`config.mk`:
```
export PLATFORM = sky130hd
export DESIGN_NAME = adtr_ctrl
export DESIGN_NICKNAME = d
export VERILOG_FILES = /design/src/rtl/audio_clock_dll_tracker_core_defines.svh /design/src/rtl/adtr_pkg.sv /design/src/rtl/adtr_ctrl.sv
export SDC_FILE = /design/constraint.sdc
export NUM_CORES = 1
export LEC_CHECK = 0
export BUFFER_PORTS_ARGS = -buffer_cell sky130_fd_sc_hd__clkbuf_2
export CAP_MARGIN = 20
export CORE_MARGIN = 10
export CORE_UTILIZATION = 40
export DETAILED_ROUTE_END_ITERATION = 6
export SETUP_SLACK_MARGIN = 0.5
export SLEW_MARGIN = 20
export SYNTH_ARGS = -nofsm -noshare
export SYNTH_HDL_FRONTEND = slang
export SYNTH_SLANG_ARGS = --single-unit
```
`constraint.sdc`:
```
create_clock -name clk -period 2.7 [get_ports clk]
set_clock_uncertainty 0.1 [all_clocks]
set_input_delay 0.135 -clock clk [delete_from_list [all_inputs] [get_ports clk]]
set_output_delay 0.135 -clock clk [all_outputs]
set_load 0.01 [all_outputs]
```
`src/rtl/audio_clock_dll_tracker_core_defines.svh`:
```
// assertion macros used by the tracker core
`ifndef AUDIO_CLOCK_DLL_TRACKER_CORE_DEFINES_SVH
`define AUDIO_CLOCK_DLL_TRACKER_CORE_DEFINES_SVH

// same-cycle implication, sampled on clk, off while rst_n is low
`define ADTR_ASSERT_IMP(lbl, ante, cons, msg) \
    lbl: assert property (@(posedge clk) disable iff (!rst_n) (ante) |-> (cons)) \
        else $error(msg);

// next-cycle implication, sampled on clk, off while rst_n is low
`define ADTR_ASSERT_NXT(lbl, ante, cons, msg) \
    lbl: assert property (@(posedge clk) disable iff (!rst_n) (ante) |=> (cons)) \
        else $error(msg);

`endif

```
`src/rtl/adtr_pkg.sv`:
```
// shared constants, operation codes and control types of the dll tracker
package adtr_pkg;

    localparam int unsigned MAX_PERIOD_FRAMES = 4096;

    localparam int FRAMES_W = 13;
    localparam int RATE_W   = 18;
    localparam int DIV_W    = 83;
    localparam int DVS_W    = 34;
    localparam int TMP_W    = 64;

    localparam logic [RATE_W-1:0] RATE_RESET = 18'd48000;

    localparam logic [29:0] NS_PER_S     = 30'd1000000000;
    localparam logic [33:0] TEN_S_NS     = 34'd10000000000;
    localparam logic [32:0] HALF_TEN_S   = 33'd5000000000;
    localparam logic [28:0] HALF_S_NS    = 29'd500000000;
    // floor(2^64 / divisor), quotient estimate is low by at most one
    localparam logic [63:0] RECIP_NS_PER_S = 64'd18446744073;
    localparam logic [63:0] RECIP_TEN_S    = 64'd1844674407;
    localparam logic signed [63:0] ERR_LIMIT_NS = 64'sd200000000;
    localparam logic [63:0] PI_Q62       = 64'hC90FDAA22168C235;
    localparam logic [63:0] SQRT2_Q62    = 64'h5A827999FCEF3242;
    localparam logic signed [63:0] S64_MAX = 64'sh7FFFFFFFFFFFFFFF;
    localparam logic signed [63:0] S64_MIN = 64'sh8000000000000000;

    // datapath operations, one per controller step
    typedef enum logic [3:0] {
        OP_NONE  = 4'd0,
        OP_PDIV  = 4'd1,
        OP_GMUL  = 4'd2,
        OP_QMUL1 = 4'd3,
        OP_RMUL1 = 4'd4,
        OP_QMUL2 = 4'd5,
        OP_RMUL2 = 4'd6,
        OP_BMUL  = 4'd7,
        OP_CMUL  = 4'd8,
        OP_BEMUL = 4'd9,
        OP_XUPD  = 4'd10,
        OP_CEMUL = 4'd11
    } op_t;

    typedef struct packed {
        logic load_in;
        logic eval;
        logic start;
        logic wb;
        logic load_out;
        op_t  op;
    } ctrl_cmd_t;

    typedef struct packed {
        logic frames_zero;
        logic changed;
        logic big_err;
        logic chg_flag;
        logic unit_done;
        logic out_free;
    } ctrl_status_t;

endpackage

```
`src/rtl/adtr_ctrl.sv`:
```
// controller state machine sequencing one request through the datapath
module adtr_ctrl (
    input  logic                   clk,
    input  logic                   rst_n,
    input  logic                   in_valid,
    output logic                   in_ready,
    input  adtr_pkg::ctrl_status_t status,
    output adtr_pkg::ctrl_cmd_t    cmd
);
    import adtr_pkg::*;

    typedef enum logic [12:0] {
        S_IDLE  = 13'b0000000000001,
        S_EVAL  = 13'b0000000000010,
        S_PDIV  = 13'b0000000000100,
        S_GMUL  = 13'b0000000001000,
        S_QMUL1 = 13'b0000000010000,
        S_RMUL1 = 13'b0000000100000,
        S_QMUL2 = 13'b0000001000000,
        S_RMUL2 = 13'b0000010000000,
        S_BMUL  = 13'b0000100000000,
        S_CMUL  = 13'b0001000000000,
        S_BEMUL = 13'b0010000000000,
        S_XUPD  = 13'b0100000000000,
        S_OUT   = 13'b1000000000000
    } state_t;

    state_t state_reg;
    state_t state_next;
    state_t after;
    logic   launched_reg;
    logic   launched_next;
    logic   unit_step;

    // next state and commands
    always_comb
    begin
        state_next    = state_reg;
        launched_next = launched_reg;
        cmd           = '0;
        cmd.op        = OP_NONE;
        in_ready      = 1'b0;
        after         = S_OUT;
        unit_step     = 1'b0;
        unique case (state_reg)
            S_IDLE:
            begin
                in_ready = 1'b1;
                if (in_valid)
                begin
                    cmd.load_in = 1'b1;
                    if (!status.frames_zero)
                        state_next = S_EVAL;
                end
            end
            S_EVAL:
            begin
                cmd.eval = 1'b1;
                if (status.changed)
                    state_next = S_PDIV;
                else if (status.big_err)
                    state_next = S_QMUL1;
                else
                    state_next = S_BEMUL;
            end
            S_PDIV:
            begin
                cmd.op    = OP_PDIV;
                unit_step = 1'b1;
                after     = status.chg_flag ? S_GMUL : S_OUT;
            end
            S_GMUL:
            begin
                cmd.op    = OP_GMUL;
                unit_step = 1'b1;
                after     = S_QMUL1;
            end
            // two-pass division by a constant, omega on a period change, slew on resync
            S_QMUL1:
            begin
                cmd.op    = OP_QMUL1;
                unit_step = 1'b1;
                after     = S_RMUL1;
            end
            S_RMUL1:
            begin
                cmd.op    = OP_RMUL1;
                unit_step = 1'b1;
                after     = S_QMUL2;
            end
            S_QMUL2:
            begin
                cmd.op    = OP_QMUL2;
                unit_step = 1'b1;
                after     = S_RMUL2;
            end
            S_RMUL2:
            begin
                cmd.op    = OP_RMUL2;
                unit_step = 1'b1;
                after     = status.chg_flag ? S_BMUL : S_PDIV;
            end
            S_BMUL:
            begin
                cmd.op    = OP_BMUL;
                unit_step = 1'b1;
                after     = S_CMUL;
            end
            S_CMUL:
            begin
                cmd.op    = status.chg_flag ? OP_CMUL : OP_CEMUL;
                unit_step = 1'b1;
                after     = S_OUT;
            end
            S_BEMUL:
            begin
                cmd.op    = OP_BEMUL;
                unit_step = 1'b1;
                after     = S_XUPD;
            end
            S_XUPD:
            begin
                // tracking path reuses the gain-c step for the period update
                cmd.op     = OP_XUPD;
                cmd.wb     = 1'b1;
                state_next = S_CMUL;
            end
            S_OUT:
            begin
                if (status.out_free)
                begin
                    cmd.load_out = 1'b1;
                    state_next   = S_IDLE;
                end
            end
            default:
            begin
                state_next    = S_IDLE;
                launched_next = 1'b0;
            end
        endcase

        // launch the shared unit once, write back when it finishes
        if (unit_step)
        begin
            if (!launched_reg)
            begin
                cmd.start     = 1'b1;
                launched_next = 1'b1;
            end
            else if (status.unit_done)
            begin
                cmd.wb        = 1'b1;
                launched_next = 1'b0;
                state_next    = after;
            end
        end
    end

    // state registers
    always_ff @(posedge clk or negedge rst_n)
    begin
        if (!rst_n)
        begin
            state_reg    <= S_IDLE;
            launched_reg <= 1'b0;
        end
        else
        begin
            state_reg    <= state_next;
            launched_reg <= launched_next;
        end
    end
endmodule

```
==> Yosys cells after proc, flatten, opt, wreduce, memory -nomap -nowiden <==
Cells that the tools add are included.
{ "word_totals": {"reg_bits": 14, "in_bits": 9, "output_inout_bits": 10} }
{ "classes": {"n_eq_ne": 13, "muxes": 30, "n_reduce_logical": 2} }
{ "op_table": {"columns": ["cell", "n"], "rows": [
  ["$mux 13", 8],
  ["$pmux 13 s8", 1],
  ["$pmux 13 s5", 1],
  ["$pmux 4 s10", 1],
  ["$mux 1", 15],
  ["$eq 13x1->1 const B", 1],
  ["$eq 13x10->1 const B", 1],
  ["$eq 13x11->1 const B", 1],
  ["$eq 13x12->1 const B", 1],
  ["$eq 13x13->1 const B", 1],
  ["$eq 13x2->1 const B", 1],
  ["$eq 13x3->1 const B", 1],
  ["$eq 13x4->1 const B", 1],
  ["$eq 13x5->1 const B", 1],
  ["$eq 13x6->1 const B", 1],
  ["$eq 13x7->1 const B", 1],
  ["$eq 13x8->1 const B", 1],
  ["$eq 13x9->1 const B", 1],
  ["$reduce_or 13->1", 1],
  ["$mux 11", 1],
  ["$mux 9", 1],
  ["$reduce_or 9->1", 1],
  ["$mux 2", 2]
]} }

==> Depth between registers and ports, before layout <==
Gate-level depths: netlist of the first run.
{ "depth": {"ltp_word": 6, "depth_mapped": 7} }

==> Worst setup path after synthesis of the first run <==
Ideal clock, no wire load.
{ "synth_path": {"kind": "flip-flop to output port", "start": "register state_reg[5]", "end": "output cmd[1] (netlist bit)", "arrival_time_ps": 2381, "required_ps": 2465, "slack_ps": 84, "stages_incl_launch_ff": 6, "n_path_buf": 1, "path_cell_list": "dfrtp_1 buf_6 or4_4 or4_4 or4b_2 nand4_1"} }
{ "synth_lines": {"columns": ["item", "line", "rtl"], "rows": [
  ["from (decl)", "adtr_ctrl.sv:28", "state_t state_reg;"],
  ["from (signal assigned)", "adtr_ctrl.sv:170", "state_reg <= state_next;"],
  ["to (decl)", "adtr_ctrl.sv:8", "output adtr_pkg::ctrl_cmd_t cmd"]
]} }

==> results_tabular.tex, run 1 <==
\begin{tabular}{lr}
\hline
Metric & Value \\
\hline
\multicolumn{2}{l}{\textbf{Run status}} \\
Result of the run & complete, but fails checks \\
Violations in the final reports & setup timing \\
\multicolumn{2}{l}{\textbf{Layout}} \\
Fraction of layout instances using a drive strength above 1 & 0.563 \\
Number of flip-flops under the largest register name & 13 \\
Footprint of the multi-input gates & 816 sq um \\
Post-layout net count & 184 \\
Fill cell count & 185 \\
Total inserted antenna cells & 0 \\
Storage element area & 353 sq um \\
Layout area overhead & 60.5\% \\
\multicolumn{2}{l}{\textbf{Critical path}} \\
Levels on crit path & 5 \\
Buffers and inverters on the worst path & 1 \\
Worst Reg2Reg Path Length in Cells & 9 \\
Critical path data required time & 2.47 ns \\
Data arrival time at the worst-slack endpoint & 2.54 ns \\
Worst R2R End & state\_reg[2]\$\_DFF\_PN0\_ \\
CP max stage cell & sky130\_fd\_sc\_hd\_\_or4\_4 \\
CP Launch Type & flip-flop \\
Crit Path Category & flip-flop to output pin \\
Critical R2R Launch & state\_reg[1]\$\_DFF\_PN0\_ \\
Crit path top cell by count & sky130\_fd\_sc\_hd\_\_or4\_4 \\
Largest incremental delay on the critical path & 0.55 ns \\
CP endpoint kind & output pin \\
Last element of the critical path & cmd[1] \\
Critical path fanouts, max & 4 \\
CP top delay family & simple AND/OR/NAND/NOR gates \\
Launch point of the critical path & state\_reg[1]\$\_DFF\_PN0\_ \\
Slack of the worst reg-to-reg path & -0.06 ns \\
Cell Chain, Critical Path & or4\_4, or4\_4, or4b\_4, nand4\_1, buf\_2 \\
\multicolumn{2}{l}{\textbf{Timing}} \\
Final hold violation count & 0 \\
RSZ-0062 raised after global routing & yes \\
Shortest clock period the worst path allows after layout & 2.77 ns \\
Maximum clock frequency & 361 MHz \\
Final number of setup-violating endpoints & 13 \\
Tightest Pin Transition & 0.443 ns \\
Smallest hold slack & 0.0636 ns \\
Worst setup slack after layout & -0.0721 ns \\
Final Max Tran Viols & 0 \\
Headroom to the max-slew limit & 0.704 \\
Period utilisation layout & 1.03 \\
\multicolumn{2}{l}{\textbf{Pwr}} \\
Clk network pwr share & 0.162 \\
Comb power frac & 0.588 \\
Sequential group share of total power & 0.250 \\
PnR Total Power & 1.00 mW \\
Power density relative to cell area & 587 nW/um\^{}2 \\
Switching component of the power & 0.382 mW \\
Internal Pwr Total & 0.620 mW \\
Switching share of power & 0.382 \\
Maximum vdd ir drop & 0.000503 V \\
LEAKAGE & 0.842 nW \\
\multicolumn{2}{l}{\textbf{Detailed routing}} \\
DRC errors left & 0 \\
Top Metal Used & met4 \\
Via density per instance & 6.13 \\
Detail Route Antenna Nets & 0 \\
Total met3 wirelength after detailed routing & 311 um \\
Wire length the detailed router placed on met1 & 1660 um \\
Drt first-iter violations & 185 \\
Final WL & 3990 um \\
Via count & 1,251 \\
Mean routed wirelength per cell & 19.6 um \\
Number of optimization iterations in the first detailed-route pass & 4 \\
Total met2 wirelength after detailed routing & 1900 um \\
\multicolumn{2}{l}{\textbf{Synthesis}} \\
Yosys warning count & 0 \\
Synth unique cells & 49 \\
Cell count after synthesis & 119 \\
Number of enable-type register cells in the synthesized netlist & 0 \\
Primary flip-flop cell chosen by synthesis mapping & sky130\_fd\_sc\_hd\_\_dfrtp\_1 \\
Combined area of all synthesized cells & 1060 sq um \\
Net count of the mapped netlist & 128 \\
Post-synthesis sequential area ratio & 0.331 \\
Seq cells post-synth & 14 \\
Average cell area after synthesis & 8.93 sq um \\
Share of flip-flops with an asynchronous set or reset & 1.00 \\
\multicolumn{2}{l}{\textbf{Floorplanning}} \\
Ports placed on the boundary & 19 \\
Core box area & 2500 sq um \\
Placement row count & 18 \\
Vert. Die Dim & 71.5 um \\
Initial core utilization & 0.425 \\
Die width & 71.5 um \\
Die footprint & 5120 sq um \\
\multicolumn{2}{l}{\textbf{CTS}} \\
Register clock-pin slew on the reported worst setup and hold paths & 0.10 ns \\
Clock buffer count from CTS & 3 \\
Total number of clock tree sinks & 14 \\
Clock tree from TritonCTS & yes \\
Longest Clk Path Bufs & 2 \\
H-tree depth & 1 \\
Clock network latency to the later pin of the worst-skew pair & 0.30 ns \\
Clock root cell & sky130\_fd\_sc\_hd\_\_clkbuf\_4 \\
\multicolumn{2}{l}{\textbf{Place}} \\
Final weighted congestion in routability-driven placement & 0.862 \\
Post-detailed-placement half-perimeter wirelength & 2360 um \\
Count of input and output buffers & 18 \\
\multicolumn{2}{l}{\textbf{GRT}} \\
Via count of the first global-routing pass & 1,283 \\
Largest net degree at the start of global routing & 15 \\
Residual overflow from global routing & 0 \\
Global-route wire length before repair & 6290 um \\
Antenna violations before repair & 0 \\
Global-route usage over all layers & 0.151 \\
\multicolumn{2}{l}{\textbf{Job}} \\
Reported max-cap violation count & 0 \\
\multicolumn{2}{l}{\textbf{Worst hold path}} \\
Worst Hold Class & primary input to flip-flop \\
\hline
\end{tabular}
logic make-up (layout without fill, tap and decap cells):
logic type	Yosys count	in the layout	synth area share
compound gates	29	29	0.236
xor+xnor	5	5	0.0412
buf+inv	12	67	0.0530
flops	14	14	0.331
simple gates	59	59	0.339
what timing repair did:
action | in CTS | in global routing
resized for setup | 15 | 25
endpoints found under the hold margin | 16 | 0
hold buffers | 4 | 0
endpoints found under the setup margin | 22 | 23
pin swaps | 16 | 7
buffers inserted | 18 | 5
cell type report:
cell class	count	area share
Tap cell	30	0.0220
Multi-Input combinational cell	93	0.478
Timing Repair Buffer	57	0.258
Inverter	6	0.0132
Clock buffer	4	0.0213
Sequential cell	14	0.207
cells in the mapped netlist, types with 3 or more instances:
cell                        n  area [sq um]
sky130_fd_sc_hd__nand4_1    3          18.8
sky130_fd_sc_hd__dfrtp_1   13           325
sky130_fd_sc_hd__xnor2_1    4          35.0
sky130_fd_sc_hd__clkbuf_1   4          15.0
sky130_fd_sc_hd__nor2_1    13          48.8
sky130_fd_sc_hd__o21ai_0    5          25.0
sky130_fd_sc_hd__nor3_1     4          20.0
sky130_fd_sc_hd__nor2b_1    3          18.8
sky130_fd_sc_hd__or4b_2     3          30.0
sky130_fd_sc_hd__nor4_1     3          18.8
sky130_fd_sc_hd__nand2_1    7          26.3
sky130_fd_sc_hd__inv_1      6          22.5
sky130_fd_sc_hd__or4_4      3          33.8
worst register-to-register path: cells and delay by family, from the launching register on:
family	cells	cell delay, ns
compound gates	3	0.45
buf+inv	3	0.31
flops	1	0.41
simple gates	3	1.43
per-layer routing:
layer,vias up,global-route usage
met4,0,0.0774
met3,15,0.0510
li1,560,-
met2,62,0.242
met1,614,0.175
met5,-,0
power by group through the flow:
stage | clock, mW | sequential, mW | combinational, mW
after global routing | 0.176 | 0.253 | 0.628
final | 0.163 | 0.250 | 0.589
after CTS | 0.161 | 0.248 | 0.500
after detailed placement | 0 | 0.257 | 0.374
after global placement | 0 | 0.257 | 0.377
after floorplan | 0 | 0.255 | 0.271
cells in the final DEF, fill, tap and decap left out, types with 2 or more instances in the layout:
cell,n
sky130_fd_sc_hd__nand4_1,3
sky130_fd_sc_hd__xnor2_1,4
sky130_fd_sc_hd__nor3_2,2
sky130_fd_sc_hd__a22o_4,2
sky130_fd_sc_hd__nor3_1,2
sky130_fd_sc_hd__inv_1,5
sky130_fd_sc_hd__buf_6,10
sky130_fd_sc_hd__nand2b_1,2
sky130_fd_sc_hd__or4_4,6
sky130_fd_sc_hd__a32o_1,2
sky130_fd_sc_hd__a221o_1,2
sky130_fd_sc_hd__clkbuf_2,9
sky130_fd_sc_hd__dfrtp_1,12
sky130_fd_sc_hd__a21oi_1,2
sky130_fd_sc_hd__dlygate4sd3_1,4
sky130_fd_sc_hd__or3_4,3
sky130_fd_sc_hd__nor4_1,2
sky130_fd_sc_hd__o21ai_0,3
sky130_fd_sc_hd__nor4b_4,2
sky130_fd_sc_hd__nor2_1,11
sky130_fd_sc_hd__clkbuf_4,3
sky130_fd_sc_hd__o21bai_1,2
sky130_fd_sc_hd__nand2_1,4
sky130_fd_sc_hd__o21ai_2,2
sky130_fd_sc_hd__nor2_2,2
sky130_fd_sc_hd__nand3_1,2
sky130_fd_sc_hd__and2_1,2
sky130_fd_sc_hd__or4b_2,2
sky130_fd_sc_hd__nor2b_1,3
sky130_fd_sc_hd__buf_2,5
sky130_fd_sc_hd__buf_4,29
sky130_fd_sc_hd__nand2_4,3
stage by stage:
stage	utilization	setup WS, ns	setup TNS, ns	instance area (sq um)	std cells
after global routing	0.682	-0.133	-1.18	1710	204
after global placement	0.529	0.149	0	1320	173
after detailed placement	0.529	0.141	0	1320	173
after CTS	0.640	-0.0277	-0.0503	1600	199
after floorplan	-	0.195	0	1140	119
final	0.682	-0.0721	-0.519	1710	204
worst min path at each step:
stage / from / endpoint / slack [ns] / cells past startpoint
floorplan: rst_n / launched_reg$_DFF_PN0_ / -0.26 / 0
global placement: rst_n / state_reg[12]$_DFF_PN0_ / -0.04 / 1
detailed placement: rst_n / state_reg[11]$_DFF_PN0_ / -0.03 / 1
CTS: status[0] / state_reg[12]$_DFF_PN0_ / 0.04 / 3
global route: status[0] / state_reg[12]$_DFF_PN0_ / 0.06 / 3
finish: status[0] / state_reg[12]$_DFF_PN0_ / 0.06 / 3
(Power assumes the default switching activity.)
==> run 2: changes to the inputs <==
Settings changed: PLACE_DENSITY_LB_ADDON set to 0.12, SLEW_MARGIN 20 to unset.
==> run 2 against run 1 <==
The flow still finishes with violations (setup timing). Register-to-register slack gained 0.02 ns. Global-route usage shrank 1.5 points. Non-clock buffer count shrank 6. Fmax grew 0.70%. Sequential power grew 3%. Clock power shrank 4%. Via count shrank 8.6%.
==> results_tabular.tex, run 2 (same netlist as run 1, synthesis figures left out) <==
\begin{tabular}{lr}
\hline
Metric & Value \\
\hline
\multicolumn{2}{l}{\textbf{Run status}} \\
Result of the run & complete, but fails checks \\
Violations in the final reports & setup timing \\
\multicolumn{2}{l}{\textbf{Layout}} \\
Fill cell count & 188 (+1.6\%) \\
Layout area overhead & 56.1\% \\
Storage element area & 352 sq um (-0.35\%) \\
Footprint of the multi-input gates & 813 sq um (-0.31\%) \\
Post-layout net count & 178 (-3.3\%) \\
Most frequent standard cell in the layout excluding fill and tap cells & sky130\_fd\_sc\_hd\_\_buf\_4 \\
Most frequent cells in the layout & sky130\_fd\_sc\_hd\_\_buf\_4 (23), sky130\_fd\_sc\_hd\_\_dfrtp\_1 (13), sky130\_fd\_sc\_hd\_\_nor2\_1 (12) \\
Number of flip-flops under the largest register name & 13 (unchanged) \\
Total inserted antenna cells & 0 (unchanged) \\
Fraction of layout instances using a drive strength above 1 & 0.548 (-0.0156) \\
Number of standard cells in the final layout excluding fillers & 198 (-2.9\%) \\
\multicolumn{2}{l}{\textbf{Floorplanning}} \\
Core box area & 2500 sq um (unchanged) \\
Vert. Die Dim & 71.5 um (unchanged) \\
Placement row count & 18 (unchanged) \\
Die footprint & 5120 sq um (unchanged) \\
Die width & 71.5 um (unchanged) \\
Initial core utilization & 0.425 (unchanged) \\
Ports placed on the boundary & 19 (unchanged) \\
\multicolumn{2}{l}{\textbf{Pwr}} \\
LEAKAGE & 0.804 nW (-4.6\%) \\
Maximum vdd ir drop & 0.000514 V (+2.2\%) \\
Switching share of power & 0.377 (-0.00405) \\
Switching component of the power & 0.361 mW (-5.5\%) \\
Clk network pwr share & 0.164 (+0.002) \\
Comb power frac & 0.567 (-0.021) \\
Sequential group share of total power & 0.269 (+0.019) \\
Internal Pwr Total & 0.595 mW (-3.9\%) \\
Power density relative to cell area & 577 nW/um\^{}2 (-1.8\%) \\
PnR Total Power & 0.956 mW (-4.5\%) \\
\multicolumn{2}{l}{\textbf{Critical path}} \\
CP endpoint kind & output pin \\
Critical path data required time & 2.47 ns (about the same) \\
Critical path fanouts, max & 4 (unchanged) \\
Crit Path Category & flip-flop to output pin \\
Data arrival time at the worst-slack endpoint & 2.52 ns (-0.02 ns) \\
CP Launch Type & flip-flop \\
\multicolumn{2}{l}{\textbf{Timing}} \\
Period utilisation layout & 1.02 (-0.00717) \\
Tightest Pin Transition & 0.416 ns (-0.0276 ns) \\
RSZ-0062 raised after global routing & yes \\
Shortest clock period the worst path allows after layout & 2.75 ns (-0.0194 ns) \\
Final Max Tran Viols & 0 (unchanged) \\
Smallest hold slack & 0.00991 ns (-0.0537 ns) \\
Final hold violation count & 0 (unchanged) \\
Maximum clock frequency & 363 MHz (+0.70\%) \\
Headroom to the max-slew limit & 0.722 (+0.0175) \\
Worst setup slack after layout & -0.0528 ns (+0.0194 ns) \\
Final number of setup-violating endpoints & 10 (-3) \\
\multicolumn{2}{l}{\textbf{CTS}} \\
Register clock-pin slew on the reported worst setup and hold paths & 0.10 ns (about the same) \\
Clock tree from TritonCTS & yes \\
Clock network latency to the later pin of the worst-skew pair & 0.29 ns (about the same) \\
H-tree depth & 1 (unchanged) \\
Clock root cell & sky130\_fd\_sc\_hd\_\_clkbuf\_4 \\
Total number of clock tree sinks & 14 (unchanged) \\
Longest Clk Path Bufs & 2 (unchanged) \\
Clock buffer count from CTS & 3 (unchanged) \\
\multicolumn{2}{l}{\textbf{Detailed routing}} \\
Drt first-iter violations & 112 (-39\%) \\
Final WL & 3570 um (-11\%) \\
Mean routed wirelength per cell & 18.0 um (-8.0\%) \\
DRC errors left & 0 (unchanged) \\
Via density per instance & 5.77 (-5.9\%) \\
Via count & 1,143 (-8.6\%) \\
Detail Route Antenna Nets & 0 (unchanged) \\
Number of optimization iterations in the first detailed-route pass & 4 (unchanged) \\
\multicolumn{2}{l}{\textbf{GRT}} \\
Residual overflow from global routing & 0 (unchanged) \\
Global-route met2 utilization & 0.216 (-0.0265) \\
Global-route track usage on met1 & 0.180 (+0.00507) \\
Antenna violations before repair & 0 (unchanged) \\
Global-route wire length before repair & 5870 um (-6.7\%) \\
Most used routing layer in global routing & met2 \\
Via count of the first global-routing pass & 1,174 (-8.5\%) \\
Largest net degree at the start of global routing & 15 (unchanged) \\
Met3 Track Usage GR & 0.0372 (-0.0138) \\
Global-route usage over all layers & 0.136 (-0.0153) \\
\multicolumn{2}{l}{\textbf{Place}} \\
Count of input and output buffers & 18 (unchanged) \\
Number of placed cells counting well taps & 173 (unchanged) \\
Post-detailed-placement half-perimeter wirelength & 2400 um (+1.7\%) \\
Final weighted congestion in routability-driven placement & 0.867 (+0.52\%) \\
\multicolumn{2}{l}{\textbf{Job}} \\
Reported max-cap violation count & 0 (unchanged) \\
\multicolumn{2}{l}{\textbf{Worst hold path}} \\
Worst Hold Class & primary input to flip-flop \\
\hline
\end{tabular}
[run 2: cell types whose count changed in the layout (fill, tap and decap cells not counted), sizes merged]
cell / change
buf: -5
dlygate4sd3: -1
[run 2: layout make-up]
| type | instances | area share |
|---|---|---|
| multi-input combinational | 93 | 0.491 |
| timing repair buffer | 51 | 0.239 |
| sequential | 14 | 0.212 |
| inverter | 6 | 0.0136 |
| tap | 30 | 0.0226 |
| clock buffer | 4 | 0.0219 |
[run 2: worst max-delay path, stage by stage (launching register included)]
cell and delay [ns]:
sky130_fd_sc_hd__dfrtp_1 0.43, sky130_fd_sc_hd__or4_4 0.52, sky130_fd_sc_hd__or4_4 0.51, sky130_fd_sc_hd__or4b_4 0.53, sky130_fd_sc_hd__nand4_1 0.10, sky130_fd_sc_hd__buf_2 0.14
[run 2: layer usage]
layer,vias up,part of all wire
met5,-,0
met4,0,0.0036
li1,548,-
met2,33,0.48
met1,560,0.47
met3,2,0.053
[run 2: worst paths after layout]
path,cells after the start,slack (ns),to,start
max in group asynchronous,2,2.00,state_reg[0]$_DFF_PN1_,rst_n
hold / removal,3,0.01,state_reg[1]$_DFF_PN0_,status[5]
setup / recovery,5,-0.05,cmd[1],state_reg[3]$_DFF_PN0_
setup reg to reg,9,-0.04,state_reg[4]$_DFF_PN0_,state_reg[3]$_DFF_PN0_
min in group asynchronous,2,0.18,state_reg[11]$_DFF_PN0_,rst_n
hold reg to reg,1,0.50,state_reg[2]$_DFF_PN0_,state_reg[2]$_DFF_PN0_
[run 2: power groups by stage]
stage                     Clock (mW)  Sequential [mW]  Combinational [mW]
after CTS                      0.159            0.256               0.468
after floorplan                    0            0.255               0.271
after global routing           0.169            0.261               0.577
final                          0.157            0.258               0.542
after detailed placement           0            0.257               0.377
after global placement             0            0.257               0.376
[run 2: what timing repair did]
action,CTS,global route
buffers inserted,13,5
pin swaps,20,9
hold endpoints to repair,15,1
hold buffers,2,1
endpoints found under the setup margin,21,23
resized for setup,13,26
[run 2: per-stage QoR]
stage	utilization	TNS (ns)	setup slack [ns]	instance area [sq um]
2_1_floorplan	-	0	0.195	1140
3_3_place_gp	0.529	0	0.146	1320
3_5_place_dp	0.529	0	0.135	1320
4_1_cts	0.615	-0.137	-0.0485	1540
5_1_grt	0.663	-0.872	-0.128	1660
6_report	0.663	-0.260	-0.0528	1660
==> run 3: changes to the inputs <==
Settings changed: CORE_MARGIN 10 to 2.
==> run 3 against run 2 <==
The run still ends with setup timing left. Register-to-register slack better by 0.07 ns. Critical path depth stayed put. Count of clock-buffer cells in the layout is the same. Cell area decreased by 1.3%. Cell count is 0.51% lower. Non-clock buffer count decreased by 1. Fmax down 1.7%. Critical path type unchanged. Setup slack lost 0.049 ns. Highest routed layer unchanged. First-iteration DRC count fell by 73%. Flip-flop and latch count is the same. Hold slack improved by 0.020 ns. Utilization is 0.85 points lower.
==> results_tabular.tex, run 3 (same netlist as run 1, synthesis figures left out) <==
\begin{tabular}{lr}
\hline
Metric & Value \\
\hline
\multicolumn{2}{l}{\textbf{Critical path}} \\
Data arrival time at the worst-slack endpoint & 2.57 ns (+0.05 ns) \\
Worst Reg2Reg Path Length in Cells & 8 (-1) \\
CP endpoint kind & output pin \\
Critical path data required time & 2.47 ns (about the same) \\
Crit Path Category & flip-flop to output pin \\
Critical R2R Launch & state\_reg[1]\$\_DFF\_PN0\_ \\
Critical path fanouts, max & 5 (+1) \\
CP Launch Type & flip-flop \\
Worst R2R End & state\_reg[2]\$\_DFF\_PN0\_ \\
Slack of the worst reg-to-reg path & 0.03 ns (+0.07 ns) \\
\multicolumn{2}{l}{\textbf{Pwr}} \\
Sequential group share of total power & 0.270 (about the same) \\
LEAKAGE & 0.796 nW (-0.94\%) \\
Maximum vdd ir drop & 0.000430 V (-16\%) \\
Clk network pwr share & 0.174 (+0.010) \\
Internal Pwr Total & 0.590 mW (-0.97\%) \\
Comb power frac & 0.557 (-0.010) \\
Switching share of power & 0.381 (+0.00313) \\
Switching component of the power & 0.362 mW (+0.35\%) \\
Power density relative to cell area & 582 nW/um\^{}2 (+0.82\%) \\
\multicolumn{2}{l}{\textbf{Timing}} \\
Period utilisation layout & 1.04 (+0.0181) \\
Setup TNS after final layout & -0.283 ns (-0.0230 ns) \\
RSZ-0062 raised after global routing & yes \\
Shortest clock period the worst path allows after layout & 2.80 ns (+0.0488 ns) \\
Final Max Tran Viols & 0 (unchanged) \\
Final number of setup-violating endpoints & 5 (-5) \\
Tightest Pin Transition & 0.424 ns (+0.00787 ns) \\
Worst setup slack after layout & -0.102 ns (-0.0488 ns) \\
Headroom to the max-slew limit & 0.718 (-0.00439) \\
Final hold violation count & 0 (unchanged) \\
Maximum clock frequency & 357 MHz (-1.7\%) \\
\multicolumn{2}{l}{\textbf{Layout}} \\
Fraction of layout instances using a drive strength above 1 & 0.533 (-0.0147) \\
Most frequent standard cell in the layout excluding fill and tap cells & sky130\_fd\_sc\_hd\_\_buf\_4 \\
Layout area overhead & 54.1\% \\
Most frequent cells in the layout & sky130\_fd\_sc\_hd\_\_buf\_4 (21), sky130\_fd\_sc\_hd\_\_nor2\_1 (12), sky130\_fd\_sc\_hd\_\_dfrtp\_1 (12) \\
Post-layout net count & 177 (-0.56\%) \\
Fill cell count & 196 (+4.3\%) \\
Number of flip-flops under the largest register name & 13 (unchanged) \\
Total inserted antenna cells & 0 (unchanged) \\
\multicolumn{2}{l}{\textbf{Worst hold path}} \\
Worst hold path endpoint & state\_reg[12]\$\_DFF\_PN0\_ \\
Number of cells on the worst hold path & 3 (unchanged) \\
Worst Hold Class & primary input to flip-flop \\
Worst Min Path Start & status[0] \\
\multicolumn{2}{l}{\textbf{Run status}} \\
Result of the run & complete, but fails checks \\
Violations in the final reports & setup timing \\
\multicolumn{2}{l}{\textbf{CTS}} \\
Clock network latency to the later pin of the worst-skew pair & 0.30 ns (about the same) \\
Register clock-pin slew on the reported worst setup and hold paths & 0.10 ns (about the same) \\
Clock root cell & sky130\_fd\_sc\_hd\_\_clkbuf\_4 \\
Total number of clock tree sinks & 14 (unchanged) \\
Longest Clk Path Bufs & 2 (unchanged) \\
Clock tree from TritonCTS & yes \\
Clock buffer count from CTS & 3 (unchanged) \\
H-tree depth & 1 (unchanged) \\
\multicolumn{2}{l}{\textbf{Floorplanning}} \\
Core box area & 2500 sq um (unchanged) \\
Vert. Die Dim & 55.5 um (-22\%) \\
Die footprint & 3080 sq um (-40\%) \\
Placement row count & 18 (unchanged) \\
Die width & 55.5 um (-22\%) \\
Initial core utilization & 0.425 (unchanged) \\
Ports placed on the boundary & 19 (unchanged) \\
\multicolumn{2}{l}{\textbf{GRT}} \\
Global-route usage over all layers & 0.221 (+0.0847) \\
Global-route wire length before repair & 5370 um (-8.5\%) \\
Residual overflow from global routing & 0 (unchanged) \\
Global-route track usage on met1 & 0.298 (+0.118) \\
Global-route met2 utilization & 0.352 (+0.136) \\
Most used routing layer in global routing & met2 \\
Antenna violations before repair & 0 (unchanged) \\
Met3 Track Usage GR & 0.0375 (+0.000281) \\
Via count of the first global-routing pass & 1,128 (-3.9\%) \\
Largest net degree at the start of global routing & 15 (unchanged) \\
\multicolumn{2}{l}{\textbf{Place}} \\
Final weighted congestion in routability-driven placement & 0.865 (-0.23\%) \\
Post-place setup slack & 0.131 ns (-0.00398 ns) \\
Post-detailed-placement half-perimeter wirelength & 2230 um (-7.1\%) \\
Count of input and output buffers & 18 (unchanged) \\
\multicolumn{2}{l}{\textbf{Detailed routing}} \\
Mean routed wirelength per cell & 17.6 um (-2.0\%) \\
Detail Route Antenna Nets & 0 (unchanged) \\
Number of optimization iterations in the first detailed-route pass & 4 (unchanged) \\
Final WL & 3480 um (-2.5\%) \\
Via count & 1,179 (+3.1\%) \\
DRC errors left & 0 (unchanged) \\
Via density per instance & 5.98 (+3.7\%) \\
Drt first-iter violations & 30 (-73\%) \\
\multicolumn{2}{l}{\textbf{Job}} \\
Reported max-cap violation count & 0 (unchanged) \\
\hline
\end{tabular}
run 3: what timing repair did:
item | in CTS | in global routing
pin swaps | 15 | 13
endpoints found under the hold margin | 16 | 0
hold buffers | 4 | 0
setup buffers | 13 | 4
resized for setup | 11 | 25
setup endpoints to repair | 23 | 23
run 3: per-layer routing:
| metal | wire length [um] | share of wire |
|---|---|---|
| met2 | 1620 | 0.47 |
| met5 | 0 | 0 |
| met3 | 252 | 0.072 |
| met4 | 55 | 0.016 |
| met1 | 1550 | 0.44 |
run 3: final cells by class:
type / count / area (sq um) / share of cell area
timing repair buffer: 50 / 379 / 0.232
inverter: 6 / 22.5 / 0.0138
tap: 30 / 37.5 / 0.0229
clock buffer: 4 / 36.3 / 0.0222
sequential: 14 / 353 / 0.216
multi-input combinational: 93 / 808 / 0.494
run 3: power by group through the flow:
stage	clock network [mW]	registers [mW]	logic, mW
detailed placement	0	0.257	0.374
finish	0.165	0.257	0.530
global route	0.177	0.262	0.566
global placement	0	0.257	0.379
floorplan	0	0.255	0.271
CTS	0.164	0.254	0.464
run 3: per-stage QoR:
| stage | power [mW] | area (sq um) | utilization | hold WS [ns] | std cells |
|---|---|---|---|---|---|
| after global routing | 1.00 | 1640 | 0.655 | 0.0347 | 197 |
| after floorplan | 0.527 | 1140 | - | -0.261 | 119 |
| after detailed placement | 0.631 | 1320 | 0.526 | -0.0273 | 172 |
| final | 0.952 | 1640 | 0.655 | 0.0303 | 197 |
| after global placement | 0.636 | 1320 | 0.526 | -0.0336 | 172 |
| after CTS | 0.882 | 1540 | 0.617 | 0.0355 | 193 |
run 3: critical path: stages (launching register included):
cell and delay (ns):
sky130_fd_sc_hd__dfrtp_1 0.39, sky130_fd_sc_hd__or4_4 0.57, sky130_fd_sc_hd__or4_4 0.51, sky130_fd_sc_hd__or4b_4 0.54, sky130_fd_sc_hd__nand4_1 0.11, sky130_fd_sc_hd__buf_2 0.13
run 3: worst max-delay path by stage:
stage	endpoint	depth (start not counted)	slack, ns	start
floorplan	state_reg[2]$_DFF_PN0_	7	0.20	state_reg[1]$_DFF_PN0_
global placement	state_reg[2]$_DFF_PN0_	6	0.15	state_reg[3]$_DFF_PN0_
detailed placement	state_reg[2]$_DFF_PN0_	6	0.13	state_reg[3]$_DFF_PN0_
CTS	cmd[0]	7	-0.12	state_reg[8]$_DFF_PN0_
global route	cmd[1]	5	-0.18	state_reg[1]$_DFF_PN0_
finish	cmd[1]	5	-0.10	state_reg[1]$_DFF_PN0_
